**config.mk**
```make
export PLATFORM = sky130hd
export DESIGN_NAME = multichannel_time_debouncer_flat
export DESIGN_NICKNAME = d
export VERILOG_FILES = /design/src/mctd_pkg.sv /design/src/mctd_if.sv /design/src/mctd_state_mem.sv /design/src/mctd_out_queue.sv /design/src/multichannel_time_debouncer.sv /design/src/flat_wrapper.sv
export SDC_FILE = /design/constraint.sdc
export NUM_CORES = 1
export LEC_CHECK = 0
export BUFFER_PORTS_ARGS = -buffer_cell sky130_fd_sc_hd__buf_2
export CELL_PAD_IN_SITES_DETAIL_PLACEMENT = 1
export CELL_PAD_IN_SITES_GLOBAL_PLACEMENT = 2
export CORE_ASPECT_RATIO = 1.75
export CORE_MARGIN = 10
export CORE_UTILIZATION = 42
export DETAILED_ROUTE_END_ITERATION = 8
export GPL_ROUTABILITY_DRIVEN = 0
export PLACE_DENSITY_LB_ADDON = 0.1
export SLEW_MARGIN = 15
export SYNTH_ARGS = -nofsm -noshare
export SYNTH_HDL_FRONTEND = slang
export SYNTH_SLANG_ARGS = --single-unit
```
**constraint.sdc**
```tcl
create_clock -name clk -period 7.7 [get_ports clk]
set_input_delay 0.77 -clock clk [delete_from_list [all_inputs] [get_ports clk]]
set_output_delay 0.77 -clock clk [all_outputs]
set_load 0.005 [all_outputs]
```
**src/mctd_pkg.sv**
```systemverilog
`timescale 1ns / 1ps

package mctd_pkg;

  localparam int unsigned ChWidth    = 3;
  localparam int unsigned TimeWidth  = 32;
  localparam int unsigned DelayWidth = 16;
  localparam logic [DelayWidth-1:0] DelayReset = 16'd50;
  // channel numbers are widened to this before being cut to the address width
  localparam int unsigned ChExtWidth = 7;

  // one channel's stored state
  typedef struct packed {
    logic                 last_sample;
    logic [TimeWidth-1:0] change_time;
    logic                 stable_state;
  } entry_t;

  // one debounced event
  typedef struct packed {
    logic [ChWidth-1:0] channel_res;
    logic               became_occupied;
  } result_t;

  // output queue status
  typedef struct packed {
    logic       full;
    logic [1:0] count;
  } queue_stat_t;

endpackage

```
**src/mctd_if.sv**
```systemverilog
`timescale 1ns / 1ps

interface mctd_sample_if;
  logic                                valid;
  logic                                ready;
  logic [mctd_pkg::ChWidth-1:0]        channel;
  logic                                occupied;
  logic [mctd_pkg::TimeWidth-1:0]      now_ms;

  modport source (output valid, output channel, output occupied, output now_ms, input ready);
  modport sink (input valid, input channel, input occupied, input now_ms, output ready);
endinterface

interface mctd_event_if;
  logic                         valid;
  logic                         ready;
  logic [mctd_pkg::ChWidth-1:0] channel_res;
  logic                         became_occupied;

  modport source (output valid, output channel_res, output became_occupied, input ready);
  modport sink (input valid, input channel_res, input became_occupied, output ready);
endinterface

```
**src/mctd_state_mem.sv**
```systemverilog
`timescale 1ns / 1ps

module mctd_state_mem #(
  parameter int unsigned DEPTH = 8,
  parameter int unsigned AW    = 3
) (
  input  logic                  clk,
  input  logic                  rst,
  input  logic                  rd_en,
  input  logic [AW-1:0]         rd_addr,
  output mctd_pkg::entry_t      rd_data,
  input  logic                  wr_en,
  input  logic [AW-1:0]         wr_addr,
  input  mctd_pkg::entry_t      wr_data
);

  mctd_pkg::entry_t mem [DEPTH];
  logic [DEPTH-1:0] written;
  mctd_pkg::entry_t rd_q;
  mctd_pkg::entry_t fwd_data;
  logic             rd_written;
  logic             fwd_hit;

  always_ff @(posedge clk) begin
    if (wr_en) begin
      mem[wr_addr] <= wr_data;
    end
    if (rd_en) begin
      rd_q <= mem[rd_addr];
    end
  end

  // write in the read cycle to the same entry wins over the array
  always_ff @(posedge clk) begin
    if (rst) begin
      written    <= '0;
      rd_written <= 1'b0;
      fwd_hit    <= 1'b0;
    end else begin
      if (wr_en) begin
        written[wr_addr] <= 1'b1;
      end
      if (rd_en) begin
        rd_written <= written[rd_addr];
        fwd_hit    <= wr_en && (wr_addr == rd_addr);
      end
    end
  end

  always_ff @(posedge clk) begin
    if (rd_en) begin
      fwd_data <= wr_data;
    end
  end

  // unwritten entries read as the reset state
  assign rd_data = fwd_hit ? fwd_data : (rd_written ? rd_q : '0);

endmodule

```
**src/mctd_out_queue.sv**
```systemverilog
`timescale 1ns / 1ps

module mctd_out_queue (
  input  logic                  clk,
  input  logic                  rst,
  input  logic                  push,
  input  mctd_pkg::result_t     push_data,
  mctd_event_if.source          events,
  output mctd_pkg::queue_stat_t stat
);

  mctd_pkg::result_t slot [2];
  logic       wr_ptr;
  logic       rd_ptr;
  logic [1:0] count;
  logic       pop;

  assign pop = events.valid && events.ready;

  always_ff @(posedge clk) begin
    if (push) begin
      slot[wr_ptr] <= push_data;
    end
  end

  always_ff @(posedge clk) begin
    if (rst) begin
      wr_ptr <= 1'b0;
      rd_ptr <= 1'b0;
      count  <= 2'd0;
    end else begin
      if (push) begin
        wr_ptr <= ~wr_ptr;
      end
      if (pop) begin
        rd_ptr <= ~rd_ptr;
      end
      count <= count + 2'(push) - 2'(pop);
    end
  end

  assign events.valid           = (count != 2'd0);
  assign events.channel_res     = slot[rd_ptr].channel_res;
  assign events.became_occupied = slot[rd_ptr].became_occupied;
  assign stat.count             = count;
  assign stat.full              = (count == 2'd2);

endmodule

```
**src/multichannel_time_debouncer.sv**
```systemverilog
`timescale 1ns / 1ps

// multichannel time debouncer
// samples: one transfer per scanned sample (channel, occupied level, now_ms time).
// events: one transfer per change of a channel's debounced state
//   (channel_res, became_occupied = 1 occupied, 0 released).
// cfg_we / cfg_wdata write debounce_ms; write it only while no sample is in flight.
// a level is adopted once it has been seen unchanged for strictly more than
//   debounce_ms milliseconds (elapsed time taken modulo 2^32).
// a sample that causes an event passes the memory read, then the update stage that
//   pushes it into the queue; it leaves on the events channel behind older events.
// throughput: one sample per cycle while ready is high; the per-channel state
//   lives in one synchronous memory read in the transfer cycle and written back
//   the next, with the pending write forwarded to a read of the same channel.
// reset: all channels free with change time zero, debounce_ms back to 50;
//   per-entry written bits make the memory read as cleared, no clearing pass.
// receiver stall: up to two events queue up; samples keep flowing until the
//   queue plus the sample in the update stage would exceed that, then ready drops.
// samples for channels at or beyond CHANNELS are taken and dropped.
module multichannel_time_debouncer #(
  parameter int unsigned CHANNELS = 8
) (
  input  logic                                  clk,
  input  logic                                  rst,
  mctd_sample_if.sink                           samples,
  mctd_event_if.source                          events,
  input  logic                                  cfg_we,
  input  logic [mctd_pkg::DelayWidth-1:0]       cfg_wdata
);

  localparam int unsigned AW = $clog2(CHANNELS);

  // configuration
  logic [mctd_pkg::DelayWidth-1:0] debounce_ms;

  always_ff @(posedge clk) begin
    if (rst) begin
      debounce_ms <= mctd_pkg::DelayReset;
    end else if (cfg_we) begin
      debounce_ms <= cfg_wdata;
    end
  end

  // input transfer and memory read address
  logic                                 accept;
  logic [mctd_pkg::ChExtWidth-1:0]      ch_ext;
  logic [AW-1:0]                        rd_addr;
  mctd_pkg::queue_stat_t                qstat;
  logic                                 pop;
  logic [2:0]                           occupancy;
  logic                                 s1_valid;

  assign pop       = events.valid && events.ready;
  // queued events plus the one that may come out of the update stage
  assign occupancy = 3'(qstat.count) + 3'(s1_valid) - 3'(pop);
  assign samples.ready = !rst && (occupancy < 3'd2);
  assign accept    = samples.valid && samples.ready;
  assign ch_ext    = mctd_pkg::ChExtWidth'(samples.channel);
  assign rd_addr   = ch_ext[AW-1:0];

  // update stage registers
  logic [mctd_pkg::ChWidth-1:0]         s1_ch;
  logic                                 s1_level;
  logic [mctd_pkg::TimeWidth-1:0]       s1_now;

  always_ff @(posedge clk) begin
    if (rst) begin
      s1_valid <= 1'b0;
    end else begin
      s1_valid <= accept;
    end
  end

  always_ff @(posedge clk) begin
    if (accept) begin
      s1_ch    <= samples.channel;
      s1_level <= samples.occupied;
      s1_now   <= samples.now_ms;
    end
  end

  // read-modify-write of the channel entry
  mctd_pkg::entry_t                     entry;
  mctd_pkg::entry_t                     wr_data;
  logic                                 wr_en;
  logic [AW-1:0]                        wr_addr;
  logic [mctd_pkg::ChExtWidth-1:0]      s1_ch_ext;
  logic                                 s1_ok;
  logic [mctd_pkg::TimeWidth-1:0]       elapsed;
  logic                                 push;
  mctd_pkg::result_t                    push_data;

  assign s1_ch_ext = mctd_pkg::ChExtWidth'(s1_ch);
  assign wr_addr   = s1_ch_ext[AW-1:0];
  assign s1_ok     = (32'(s1_ch) < 32'(CHANNELS));
  // modulo 2^32 elapsed time since the last level change
  assign elapsed   = s1_now - entry.change_time;

  always_comb begin
    wr_en   = 1'b0;
    wr_data = entry;
    push    = 1'b0;
    if (s1_valid && s1_ok) begin
      if (entry.last_sample != s1_level) begin
        // level moved: restart the timer
        wr_en               = 1'b1;
        wr_data.last_sample = s1_level;
        wr_data.change_time = s1_now;
      end else if ((elapsed > 32'(debounce_ms)) && (entry.stable_state != s1_level)) begin
        // level held long enough and differs from the debounced state
        wr_en                = 1'b1;
        wr_data.stable_state = s1_level;
        push                 = 1'b1;
      end
    end
  end

  assign push_data.channel_res     = s1_ch;
  assign push_data.became_occupied = s1_level;

  mctd_state_mem #(
    .DEPTH (CHANNELS),
    .AW    (AW)
  ) u_mem (
    .clk     (clk),
    .rst     (rst),
    .rd_en   (accept),
    .rd_addr (rd_addr),
    .rd_data (entry),
    .wr_en   (wr_en),
    .wr_addr (wr_addr),
    .wr_data (wr_data)
  );

  mctd_out_queue u_queue (
    .clk       (clk),
    .rst       (rst),
    .push      (push),
    .push_data (push_data),
    .events    (events),
    .stat      (qstat)
  );

  // out-of-range channels never write the memory
  a_no_write_bad_channel: assert property (@(posedge clk) disable iff (rst)
    (s1_valid && !s1_ok) |-> !wr_en)
    else $error("write for a channel beyond CHANNELS");

  // the event queue never overflows
  a_no_overflow: assert property (@(posedge clk) disable iff (rst)
    push |-> (!qstat.full || pop))
    else $error("event pushed into a full queue");

  // every event is backed by a write of the new debounced state
  a_event_writes_state: assert property (@(posedge clk) disable iff (rst)
    push |-> (wr_en && (wr_data.stable_state == s1_level) && (entry.stable_state != s1_level)))
    else $error("event without matching state update");

  // a write in the same cycle as a read of that channel is forwarded to that read
  a_fwd_same_channel: assert property (@(posedge clk) disable iff (rst)
    (wr_en && accept && (rd_addr == wr_addr)) |=> (entry == $past(wr_data)))
    else $error("pending write not forwarded to the next read");

endmodule
```
**src/flat_wrapper.sv**
```systemverilog
// flat-port wrapper written by rule: the top's interface ports become plain ports
module multichannel_time_debouncer_flat 
#(
  parameter int unsigned CHANNELS = 8
)
  (clk, rst, cfg_we, cfg_wdata, samples_valid, samples_channel, samples_occupied, samples_now_ms, samples_ready, events_valid, events_channel_res, events_became_occupied, events_ready);
  mctd_sample_if samples_i ();
  mctd_event_if events_i ();
  input  logic clk;
  input  logic rst;
  input  logic cfg_we;
  input  logic [mctd_pkg::DelayWidth-1:0] cfg_wdata;
  input wire logic [$bits(samples_i.valid)-1:0] samples_valid;
  input wire logic [$bits(samples_i.channel)-1:0] samples_channel;
  input wire logic [$bits(samples_i.occupied)-1:0] samples_occupied;
  input wire logic [$bits(samples_i.now_ms)-1:0] samples_now_ms;
  output wire logic [$bits(samples_i.ready)-1:0] samples_ready;
  output wire logic [$bits(events_i.valid)-1:0] events_valid;
  output wire logic [$bits(events_i.channel_res)-1:0] events_channel_res;
  output wire logic [$bits(events_i.became_occupied)-1:0] events_became_occupied;
  input wire logic [$bits(events_i.ready)-1:0] events_ready;
  assign samples_i.valid = samples_valid;
  assign samples_i.channel = samples_channel;
  assign samples_i.occupied = samples_occupied;
  assign samples_i.now_ms = samples_now_ms;
  assign samples_ready = samples_i.ready;
  assign events_valid = events_i.valid;
  assign events_channel_res = events_i.channel_res;
  assign events_became_occupied = events_i.became_occupied;
  assign events_i.ready = events_ready;
  multichannel_time_debouncer #(.CHANNELS(CHANNELS)) u_core (.clk(clk), .rst(rst), .samples(samples_i), .events(events_i), .cfg_we(cfg_we), .cfg_wdata(cfg_wdata));
endmodule
```
# == After elaboration in Yosys (flattened, before gate mapping) ==
# Memories as Yosys holds them, arrays and structs flattened. A register that Yosys moved wholly into a read port is not among the register bits.
# Cells that the tools add are included.
# word_totals
inputBits,57
memories,2
regBits,101
ramBits,280
# op_classes
n_mux,21
magnitude_cmp,5
reduce_logical,8
n_eq_ne,3
add_sub_neg,5
n_bitwise,3
# memory_table
name,depth,width,read_ports,rd_clocked_by_memory_dff,write_ports,line_no,source
u_core.u_mem.mem,8,34,1,1,1,mctd_state_mem.sv:17,mctd_pkg::entry_t mem [DEPTH];
u_core.u_queue.slot,2,4,1,1,1,mctd_out_queue.sv:12,mctd_pkg::result_t slot [2];
# ops
op,count
$mux W34,3
$mux W33,1
$gt A32 B16 Y1,1
$sub A32 B32 Y32,1
$mux W1,15
$lt A3 B4 Y1 const B,2
$or A8 B8 Y8,1
$logic_and A1 B1 Y1,6
$add A2 B1 Y3,1
$bmux W1 S3,1
$demux W1 S3,1
$eq A3 B3 Y1,1
$ge A3 B1 Y1 const B,1
$lt A3 B2 Y1 const B,1
$sub A3 B1 Y3,1
$add A2 B1 Y2,1
$ne A1 B1 Y1,2
$not A1 Y1,2
$reduce_bool A2 Y1,1
$sub A2 B1 Y2,1
$logic_not A1 Y1,1

# == Depth between registers and ports, before layout ==
# Gate-level depths: netlist of the first run.
# logic_depth
word_depth,10
depth_mapped,30
ltp_nobuf,28

# == Cells and area by module ==
# From an unflattened synthesis of the first run, not the netlist that was laid out.
# unflattened
hier_cells,1124
area_unflattened_um2,18353.9
# modules_own_cells
module,instances,cells_each,area_each_um2,seq_area_each_um2
mctd_state_mem,1,556,13071.3,10410.0
multichannel_time_debouncer,1,533,4753.3,1421.4
mctd_out_queue,1,35,529.3,340.3

# == Worst setup path after synthesis of the first run ==
# OpenSTA, ideal clock, no wires.
# synth_path
kind,reg2reg
startpoint,reg u_core.u_mem.fwd_hit
endpoint,mem u_core.u_mem.mem[1][0] in the netlist's numbering (enable)
path_stages_with_launch,27
synth_period_minus_slack_ns,7.521
arrival_time_ns,7.053
path_slack_ns,0.179
cell_sequence,dfxtp_1 > nor2b_1 > clkbuf_1 > clkbuf_1 > a22o_1 > ha_1 > inv_1 > ha_1 > a31o_1 > maj3_2 > a22oi_4 > nand4bb_2 > nand2_1 > xor2_1 > ha_1 > nand3_1 > or3b_2 > or2_2 > o221ai_1 > o31a_1 > a2111oi_0 > o2111ai_1 > nor4_2 > nand4_2 > o21a_2 > o21ai_4 > nor3_1
# synth_via
elab_chain_cells,9
# synth_lines
item,line_no,source
"start, declared",mctd_state_mem.sv:22,logic fwd_hit;
"start signal, assigned",mctd_state_mem.sv:45,fwd_hit <= wr_en && (wr_addr == rd_addr);
$mux W34 (*),mctd_state_mem.sv:57,assign rd_data = fwd_hit ? fwd_data : (rd_written ? rd_q : '0);
$sub A32 B32 Y32,multichannel_time_debouncer.sv:97,assign elapsed = s1_now - entry.change_time;
$gt A32 B16 Y1,multichannel_time_debouncer.sv:109,end else if ((elapsed > 32'(debounce_ms)) && (entry.stable_state != s1_level)) begin
$logic_and A1 B1 Y1,multichannel_time_debouncer.sv:109,
$mux W1,multichannel_time_debouncer.sv:109,
$mux W1 (*),multichannel_time_debouncer.sv:104,if (entry.last_sample != s1_level) begin
$mux W1 (*),multichannel_time_debouncer.sv:103,if (s1_valid && s1_ok) begin
$mux W1 (*),mctd_state_mem.sv:25,if (wr_en) begin
$mux W1 (implied by the code) (*),mctd_state_mem.sv:26,mem[wr_addr] <= wr_data;
"end, declared",mctd_state_mem.sv:17,
# Mark *: on every way between the ends. The rest lies on a longest branch, timed or not.

# == Worst setup path after layout of the first run ==
# layout_path
startpoint,reg u_core.u_mem.fwd_hit
endpoint,mem u_core.u_mem.mem[1][10] in the netlist's numbering (enable)
# Same word-level chain as after synthesis.

==> impl_metrics.toml, run 1 <==
[clock_tree]
clk_pin_slew_ns = 0.06
worstSkewPairLatency_ns = 0.56
cts_made_buffers = 41
ctsHoldBuffers = 0
cts_tree = "done"
clk_path_buf_depth = 3
cts_resized = 0
htreeDepth = 2
cts-root-buf = "clkbuf_16"
cts_setup_buffers = 0
cts.sinks = 416

[timing]
setup_violations = 0
finClkSkew_ns = 0.01876
drv_slew = 0
whs_ns = 0.3829
layout_setup_ws_ns = 0.9251
finalSetupTns_ns = 0
max_freq_ghz = 0.1476
slew_headroom_pct = 35.63
min_period_over_period_pct = 87.99
min_period_ns = 6.775
hold_viol = 0
rsz0062_at_grt = "no"
tightest_slew_ns = 0.9656

[logic_synthesis]
muxShareOfSynthArea_pct = 11.55
synth_flop_cell = "edfxtp_1"
synth_top_family_by_area = "multiplexers"
yosys.area_share.simple_pct = 8.420
synth-compound-area-share_pct = 9.141
synth_commonest_cells = "edfxtp_1 (384), nor2_1 (84), mux4_2 (70)"
ys_async_sr_fraction_pct = 0
ys_seq_elements = 416
synthDistinctLibCells = 94
synth_adder_area_share_pct = 2.990
ys_warn_count = 0
synth_edf_count = 384
syn_nets = 1334
netlist_instances = 1236
synth.most_common_cell = "edfxtp_1"
syn-cell-area_mm2 = 0.01892
post_synth_xor_area_fraction_pct = 1.435
synth_area_leaders = "edfxtp_1 (61%), mux4_2 (8.3%), dfxtp_1 (3.4%)"
synth_top_area_share_pct = 60.96
yosys.area.top_type = "edfxtp_1"
seq_area_frac_synth_pct = 64.34
avgSynthCellArea_um2 = 15.30

[power]
power_mw = 6.940
power_density_mw_per_mm2 = 326.6
leakage_nw = 7.204
irDropWorstVdd_mv = 0.2807

[layout]
design_area_mm2 = 0.02125
diodes = 0
multi_input_area_mm2 = 0.006409
num-fill-cells = 4326
seq_area_mm2 = 0.01217
fin_util_pct = 47.84
drive_above_1_share_pct = 22.83
fin_cells = 1899
layout.nets = 1397
area_growth_pct = 12.31

[setup_path]
worstSetupPathType = "flip-flop to flip-flop"
cp_num_buf_inv = 2
cp-start-kind = "flip-flop"
critPathTopFamily = "compound AO/OA/AOI/OAI gates"
cpPeakStageDelay_ns = 0.65
arrival_ns = 7.01
path_max_fanout = 37
slowest_stage = "dfxtp_2"
worstSetupEndpointType = "flip-flop"
crit_chain = "buf_4, a22oi_1, ha_1, a31oi_1, o21bai_1, a21oi_1, and3_1, xnor2_1, ha_1, nand3_1, or3b_2, or2_2, o31a_1, a2111oi_0, o2111ai_1, nor4_2, nand4_2, o21a_2, o21ai_4, nor3_2, buf_4"
cp.required_ns = 7.94

[grt]
antenna_found_initial = 0
grtUsageTotal_pct = 17.80
grt-ovfl-total = 0
grt_pass1_vias = 11970
grt_max_degree = 64
grt_pass1_wl_um = 74680

[routing]
wl_per_cell_um = 25.65
wl_um = 48700
vias = 10910
via_per_inst = 5.746
postRouteAntennaNets = 0
dr.pass1.iters = 5
drt_iter0_markers = 616
drc = 0

[floorplan]
die_w_um = 180.4
ios = 63
core_mm2 = 0.04441
initial_core_util_pct = 42.59
num_rows = 102
die_y_um = 300.8
die_area_mm2 = 0.05426

[place]
dp.cells = 1828
dp_slack_ns = 0.9298
post_dp_cell_area_mm2 = 0.01993
hpwl_um = 33320
io_buffers = 62

[outcome]
status = "complete, no violations"

[job]
drv_cap = 0

[min_path]
hp-class = "input pin to flip-flop"
==> cells in the final DEF, fill, tap and decap left out, types with 7 or more instances in the layout <==
| master | count |
|---|---|
| o21ai_0 | 17 |
| buf_4 | 17 |
| buf_2 | 61 |
| nand4_1 | 10 |
| nand3_1 | 18 |
| o211ai_1 | 11 |
| and3_1 | 11 |
| nand3b_1 | 14 |
| and3b_1 | 11 |
| mux4_2 | 70 |
| edfxtp_1 | 384 |
| a22oi_1 | 24 |
| nor2b_1 | 9 |
| or3_1 | 7 |
| and2_1 | 14 |
| nand2_1 | 57 |
| ha_1 | 40 |
| a21oi_1 | 68 |
| clkbuf_16 | 41 |
| nor3_1 | 7 |
| a21o_1 | 11 |
| a31oi_1 | 16 |
| mux2i_1 | 17 |
| xor2_1 | 11 |
| nand2b_1 | 10 |
| inv_1 | 32 |
| dfxtp_1 | 31 |
| nor2_1 | 78 |
| mux2_2 | 39 |
| xnor2_1 | 20 |
==> metal layers <==
metal / GRT usage [%] / vias up / share of wire (%)
li1: - / 5021 / -
met1: 20.02 / 5626 / 39
met2: 33.55 / 195 / 55
met3: 2.429 / 69 / 3.4
met4: 6.229 / 0 / 3.1
met5: 0 / - / 0
==> layout make-up <==
cell class / count / share of cell area [%]
timing repair buffer: 82 / 2.415
tap: 572 / 3.369
multi-input combinational: 725 / 30.16
clock inverter: 24 / 1.225
inverter: 33 / 0.5948
sequential: 416 / 57.30
clock buffer: 47 / 4.935
==> report_power, final <==
| group | internal, mW | total, mW | switching, mW |
|---|---|---|---|
| combinational | 0.581 | 1.69 | 1.11 |
| sequential | 3.03 | 3.24 | 0.213 |
| clock | 1.12 | 2.01 | 0.884 |
==> registers in the layout, summed over array words and instances (netlist names), named ones only <==
| name | count |
|---|---|
| u_core.u_mem.fwd_data | 34 |
| u_core.u_queue.rd_ptr | 1 |
| u_core.u_mem.written | 8 |
| u_core.u_mem.rd_written | 1 |
| u_core.s1_level | 1 |
| u_core.s1_valid | 1 |
| u_core.s1_ch | 3 |
| u_core.u_mem.fwd_hit | 1 |
| u_core.u_queue.wr_ptr | 1 |
| u_core.s1_now | 32 |
| u_core.u_mem.rd_q | 34 |
| u_core.u_queue.slot | 8 |
| u_core.debounce_ms | 16 |
| u_core.u_mem.mem | 272 |
| u_core.u_queue.count | 2 |
==> cells by family after synthesis <==
| family | after synthesis |
|---|---|
| DFF | 416 |
| adders and majority gates | 45 |
| muxes | 126 |
| and+or+nand+nor | 289 |
| xor gates and xnor gates | 31 |
| buffers and inverters | 95 |
| AOI/OAI and AO/OA | 234 |
==> worst paths after layout <==
kind / from / slack, ns / end / cells after the start
worst max-delay path: u_core.u_mem.fwd_hit / 0.93 / u_core.u_mem.mem[1][10] / 21
worst min-delay path: samples_now_ms[19] / 0.38 / u_core.s1_now[19] / 1
worst max register to register: u_core.u_mem.fwd_hit / 0.93 / u_core.u_mem.mem[1][10] / 21
worst min register to register: u_core.u_mem.written[0] / 0.47 / u_core.u_mem.written[0] / 1
Note: power is estimated with default switching activity, not from simulation.
==> run 2: changes to the inputs <==
==> constraint.sdc (replaced) <==
create_clock -name clk -period 7.7 [get_ports clk]
set_input_delay 1.155 -clock clk [delete_from_list [all_inputs] [get_ports clk]]
set_output_delay 1.155 -clock clk [all_outputs]
set_load 0.005 [all_outputs]
==> run 2 against run 1 <==
Final area is 0.23% lower. Clock-buffer cell count decreased by 1. Via count is essentially flat. Final cell count down 0.11%. Flip-flop and latch count did not move. Highest routed layer is now met5.
==> impl_metrics.toml, run 2 (synthesized netlist as in run 1, its figures left out) <==
[place]
hpwl_um = 33160
io_buffers = 62
post_dp_cell_area_mm2 = 0.01988

[layout]
layout.nets = 1396
design_area_mm2 = 0.02120
reg_top3 = "u_core.u_mem.mem: 272 flops, u_core.u_mem.fwd_data: 34 flops, u_core.u_mem.rd_q: 34 flops"
diodes = 0
area_growth_pct = 12.05
drive_above_1_share_pct = 22.57
fin_util_pct = 47.73
largest_reg_flops = 272
num-fill-cells = 4348
layout_common_cells = "edfxtp_1 (384), nor2_1 (78), mux4_2 (70), a21oi_1 (69), buf_2 (61)"
final_common_cell = "edfxtp_1"
top_register = "u_core.u_mem.mem"

[grt]
grt-ovfl-total = 0
grt_max_degree = 72
grt_pass1_wl_um = 74770
grt_pass1_vias = 12080
antenna_found_initial = 1
grtUsageTotal_pct = 17.77

[timing]
whs_ns = 0.4676
finalSetupTns_ns = 0
hold_viol = 0
rsz0062_at_grt = "no"
max_freq_ghz = 0.1439
setup_violations = 0
min_period_over_period_pct = 90.25
drv_slew = 0
finClkSkew_ns = 0.02719
min_period_ns = 6.949
tightest_slew_ns = 1.165
slew_headroom_pct = 22.34

[routing]
wl_per_cell_um = 25.74
vias = 10900
wl_um = 48840
drc = 0
postRouteAntennaNets = 0
dr.pass1.iters = 5
drt_iter0_markers = 690
via_per_inst = 5.746

[power]
power_density_mw_per_mm2 = 326.7
power_mw = 6.925
leakage_nw = 7.204
irDropWorstVdd_mv = 0.2652

[setup_path]
cp-start-kind = "flip-flop"
r2r_setup_slack_ns = 0.75
worstSetupPathType = "flip-flop to flip-flop"
path_max_fanout = 38
cp.required_ns = 7.91
worstSetupEndpointType = "flip-flop"
arrival_ns = 7.16

[outcome]
status = "complete, no violations"

[clock_tree]
cts-root-buf = "clkbuf_16"
clk_path_buf_depth = 3
cts_resized = 0
cts_made_buffers = 40
cts_tree = "done"
cts_setup_buffers = 0
cts.sinks = 416
ctsHoldBuffers = 0
htreeDepth = 2
worstSkewPairLatency_ns = 0.56
clk_pin_slew_ns = 0.06

[floorplan]
die_y_um = 300.8
die_area_mm2 = 0.05426
ios = 63
num_rows = 102
die_w_um = 180.4
initial_core_util_pct = 42.59
core_mm2 = 0.04441

[min_path]
hp-class = "flip-flop to flip-flop"

[job]
drv_cap = 0
-- run 2: report_power, final --
group | internal (mW) | leakage (nW) | switching, mW
clock network | 1.15 | 0.647 | 0.848
logic | 0.578 | 2.73 | 1.11
registers | 3.03 | 3.83 | 0.215
total | 4.75 | 7.20 | 2.17
-- run 2: worst paths after layout --
| kind | startpoint | endpoint | cells after the start |
|---|---|---|---|
| max | u_core.u_mem.fwd_hit | u_core.u_mem.mem[1][15] | 21 |
| min | u_core.u_mem.written[2] | u_core.u_mem.written[2] | 1 |
| max reg2reg | u_core.u_mem.fwd_hit | u_core.u_mem.mem[1][15] | 21 |
| min reg2reg | u_core.u_mem.written[2] | u_core.u_mem.written[2] | 1 |
-- run 2: worst max-delay path, cell delays in order (launching register included) --
cell and delay [ns]:
dfxtp_2 0.70, buf_4 0.40, a22oi_1 0.17, ha_1 0.43, a31oi_1 0.42, o21bai_1 0.10
a21oi_1 0.33, and3_1 0.28, xnor2_1 0.09, ha_1 0.31, nand3_1 0.11, or3b_2 0.46
or2_2 0.32, o31a_1 0.26, a2111oi_0 0.40, o2111ai_1 0.20, nor4_2 0.19, nand4_2 0.27
o21a_2 0.27, o21ai_4 0.41, nor3_2 0.07, buf_4 0.32
-- run 2: metal layers --
layer	vias up	wire length, um	track usage, %
met5	-	19	0
met4	2	1561	6.464
met3	82	1548	2.610
met2	181	26340	33.26
met1	5626	19360	19.97
li1	5010	-	-
-- run 2: layout make-up --
class	instances	area (um2)	area share [%]
sequential	416	12170	57.43
multi-input combinational	725	6405	30.22
clock buffer	46	1045	4.929
tap	572	715.7	3.376
timing repair buffer	82	462.9	2.184
clock inverter	23	269.0	1.269
inverter	33	126.4	0.5962
-- run 2: stage by stage --
| stage | cells | setup WS, ns |
|---|---|---|
| 4_1_cts | 1897 | 0.6945 |
| 3_3_place_gp | 1828 | 0.9284 |
| 6_report | 1897 | 0.7511 |
| 5_1_grt | 1897 | 0.2943 |
| 2_1_floorplan | 1236 | 0.1794 |
| 3_5_place_dp | 1828 | 0.7452 |
==> run 3: changes to the inputs <==
--- a/config.mk
+++ b/config.mk
@@ -13,7 +13,9 @@
 export CORE_UTILIZATION = 42
 export DETAILED_ROUTE_END_ITERATION = 8
 export GPL_ROUTABILITY_DRIVEN = 0
+export MAX_ROUTING_LAYER = met4
 export PLACE_DENSITY_LB_ADDON = 0.1
+export RECOVER_POWER = 50
 export SLEW_MARGIN = 15
 export SYNTH_ARGS = -nofsm -noshare
 export SYNTH_HDL_FRONTEND = slang
==> run 3 against run 2 <==
The flow now finishes with violations (capacitance limit, slew limit). Clock power hardly changed. Global-route usage grew 0.53 points. Flip-flop and latch count unchanged. Maximum frequency decreased by 0.55%. Largest cell class unchanged.
==> impl_metrics.toml, run 3 (synthesized netlist as in run 1, its figures left out) <==
[power]
leakage_nw = 7.157
irDropWorstVdd_mv = 0.2652
power_mw = 6.919
power_density_mw_per_mm2 = 326.9

[job]
drv_cap = 3

[outcome]
status = "finished with violations"
violations = "capacitance limit, slew limit"

[layout]
largest_reg_flops = 272
fin_util_pct = 47.66
layout.nets = 1396
final_common_cell = "edfxtp_1"
reg_top3 = "u_core.u_mem.mem: 272 flops, u_core.u_mem.fwd_data: 34 flops, u_core.u_mem.rd_q: 34 flops"
area_growth_pct = 11.90
layout_common_cells = "edfxtp_1 (384), nor2_1 (78), mux4_2 (70), a21oi_1 (69), nand2_1 (57)"
drive_above_1_share_pct = 20.83
design_area_mm2 = 0.02117
top_register = "u_core.u_mem.mem"

[timing]
slew_headroom_pct = -89.28
min_period_ns = 6.987
rsz0062_at_grt = "no"
min_period_over_period_pct = 90.74
drv_slew = 113
finalSetupTns_ns = 0
tightest_slew_ns = 2.839
setup_violations = 0
hold_viol = 0
finClkSkew_ns = 0.02669
max_freq_ghz = 0.1431

[floorplan]
ios = 63
die_w_um = 180.4
die_area_mm2 = 0.05426
die_y_um = 300.8
num_rows = 102
initial_core_util_pct = 42.59
core_mm2 = 0.04441

[place]
io_buffers = 62
hpwl_um = 33160
post_dp_cell_area_mm2 = 0.01988

[setup_path]
critPathTopFamily = "compound AO/OA/AOI/OAI gates"
worstSetupEndpointType = "flip-flop"
cp_num_buf_inv = 3
arrival_ns = 7.20
slowest_stage = "clkbuf_1"
cp-start-kind = "flip-flop"
rr_startpoint = "u_core.u_mem.rd_written"
cpPeakStageDelay_ns = 0.88
crit_chain = "nor2b_1, buf_4, clkbuf_1, a22oi_1, ha_1, xnor2_1, ha_1, nand3_1, or3b_2, or2_2, o31a_1, a2111oi_0, o2111ai_1, nor4_2, nand4_2, o21a_2, o21ai_4, nor3_2, buf_4"
path_max_fanout = 34
crit_path_start = "u_core.u_mem.rd_written"
r2r_cells = 19
regToRegEndpoint = "u_core.u_mem.mem[1][15]"
r2r_setup_slack_ns = 0.71
worstSetupPathType = "flip-flop to flip-flop"
cp.required_ns = 7.91

[clock_tree]
ctsHoldBuffers = 0
clk_pin_slew_ns = 0.06
clk_path_buf_depth = 3
worstSkewPairLatency_ns = 0.56
htreeDepth = 2
cts_resized = 0
cts_made_buffers = 40
cts_setup_buffers = 0
cts.sinks = 416
cts_tree = "done"
cts-root-buf = "clkbuf_16"

[grt]
grt_max_degree = 72
antenna_found_initial = 1
grt_pass1_vias = 12070
grtUsageTotal_pct = 18.30
grt-ovfl-total = 0
grt_pass1_wl_um = 74850

[routing]
vias = 10910
postRouteAntennaNets = 0
dr.pass1.iters = 5
wl_per_cell_um = 25.68
wl_um = 48740
via_per_inst = 5.749
drc = 0
drt_iter0_markers = 728

[min_path]
hp-class = "flip-flop to flip-flop"
hold_path_end = "u_core.u_mem.written[2]"
hp-start = "u_core.u_mem.written[2]"
worstHoldPathCells = 1
==> run 3: worst max path at each step <==
stage                              endpoint  depth (start not counted)
global placement    u_core.u_mem.mem[7][15]                         21
CTS                 u_core.u_mem.mem[7][11]                         21
global route        u_core.u_mem.mem[1][15]                         19
finish              u_core.u_mem.mem[1][15]                         19
floorplan            u_core.u_mem.mem[1][0]                         26
detailed placement  u_core.u_mem.mem[7][11]                         21
==> run 3: metal layers <==
layer,part of all wire [%],vias up,wire length (um),global-route usage [%]
li1,-,5012,-,-
met1,40,5622,19330,20.08
met2,54,192,26230,33.23
met3,3.2,86,1538,2.514
met4,3.4,0,1642,6.464
met5,0,-,0,-
==> run 3: cell type report <==
| cell class | instances | area (um2) |
|---|---|---|
| well taps | 572 | 715.7 |
| multi-input cells | 725 | 6402 |
| clock buffers | 46 | 1045 |
| inverters | 33 | 126.4 |
| repair buffers | 82 | 434.2 |
| clock inverters | 23 | 269.0 |
| flip-flops and latches | 416 | 12170 |
| fillers | 4359 | 23240 |
| diodes | 1 | 2.502 |
==> run 3: stage by stage <==
stage	hold slack [ns]	setup slack, ns	std cells
4_1_cts	0.4719	0.6945	1897
3_5_place_dp	0.4552	0.7452	1828
6_report	0.4652	0.7128	1898
2_1_floorplan	0.4271	0.1794	1236
3_3_place_gp	0.4405	0.9284	1828
5_1_grt	0.4850	0.2073	1898
==> run 3: power by group <==
group	switching [mW]	internal (mW)
registers	0.214	3.03
logic	1.10	0.575
clock network	0.850	1.15
total	2.17	4.75
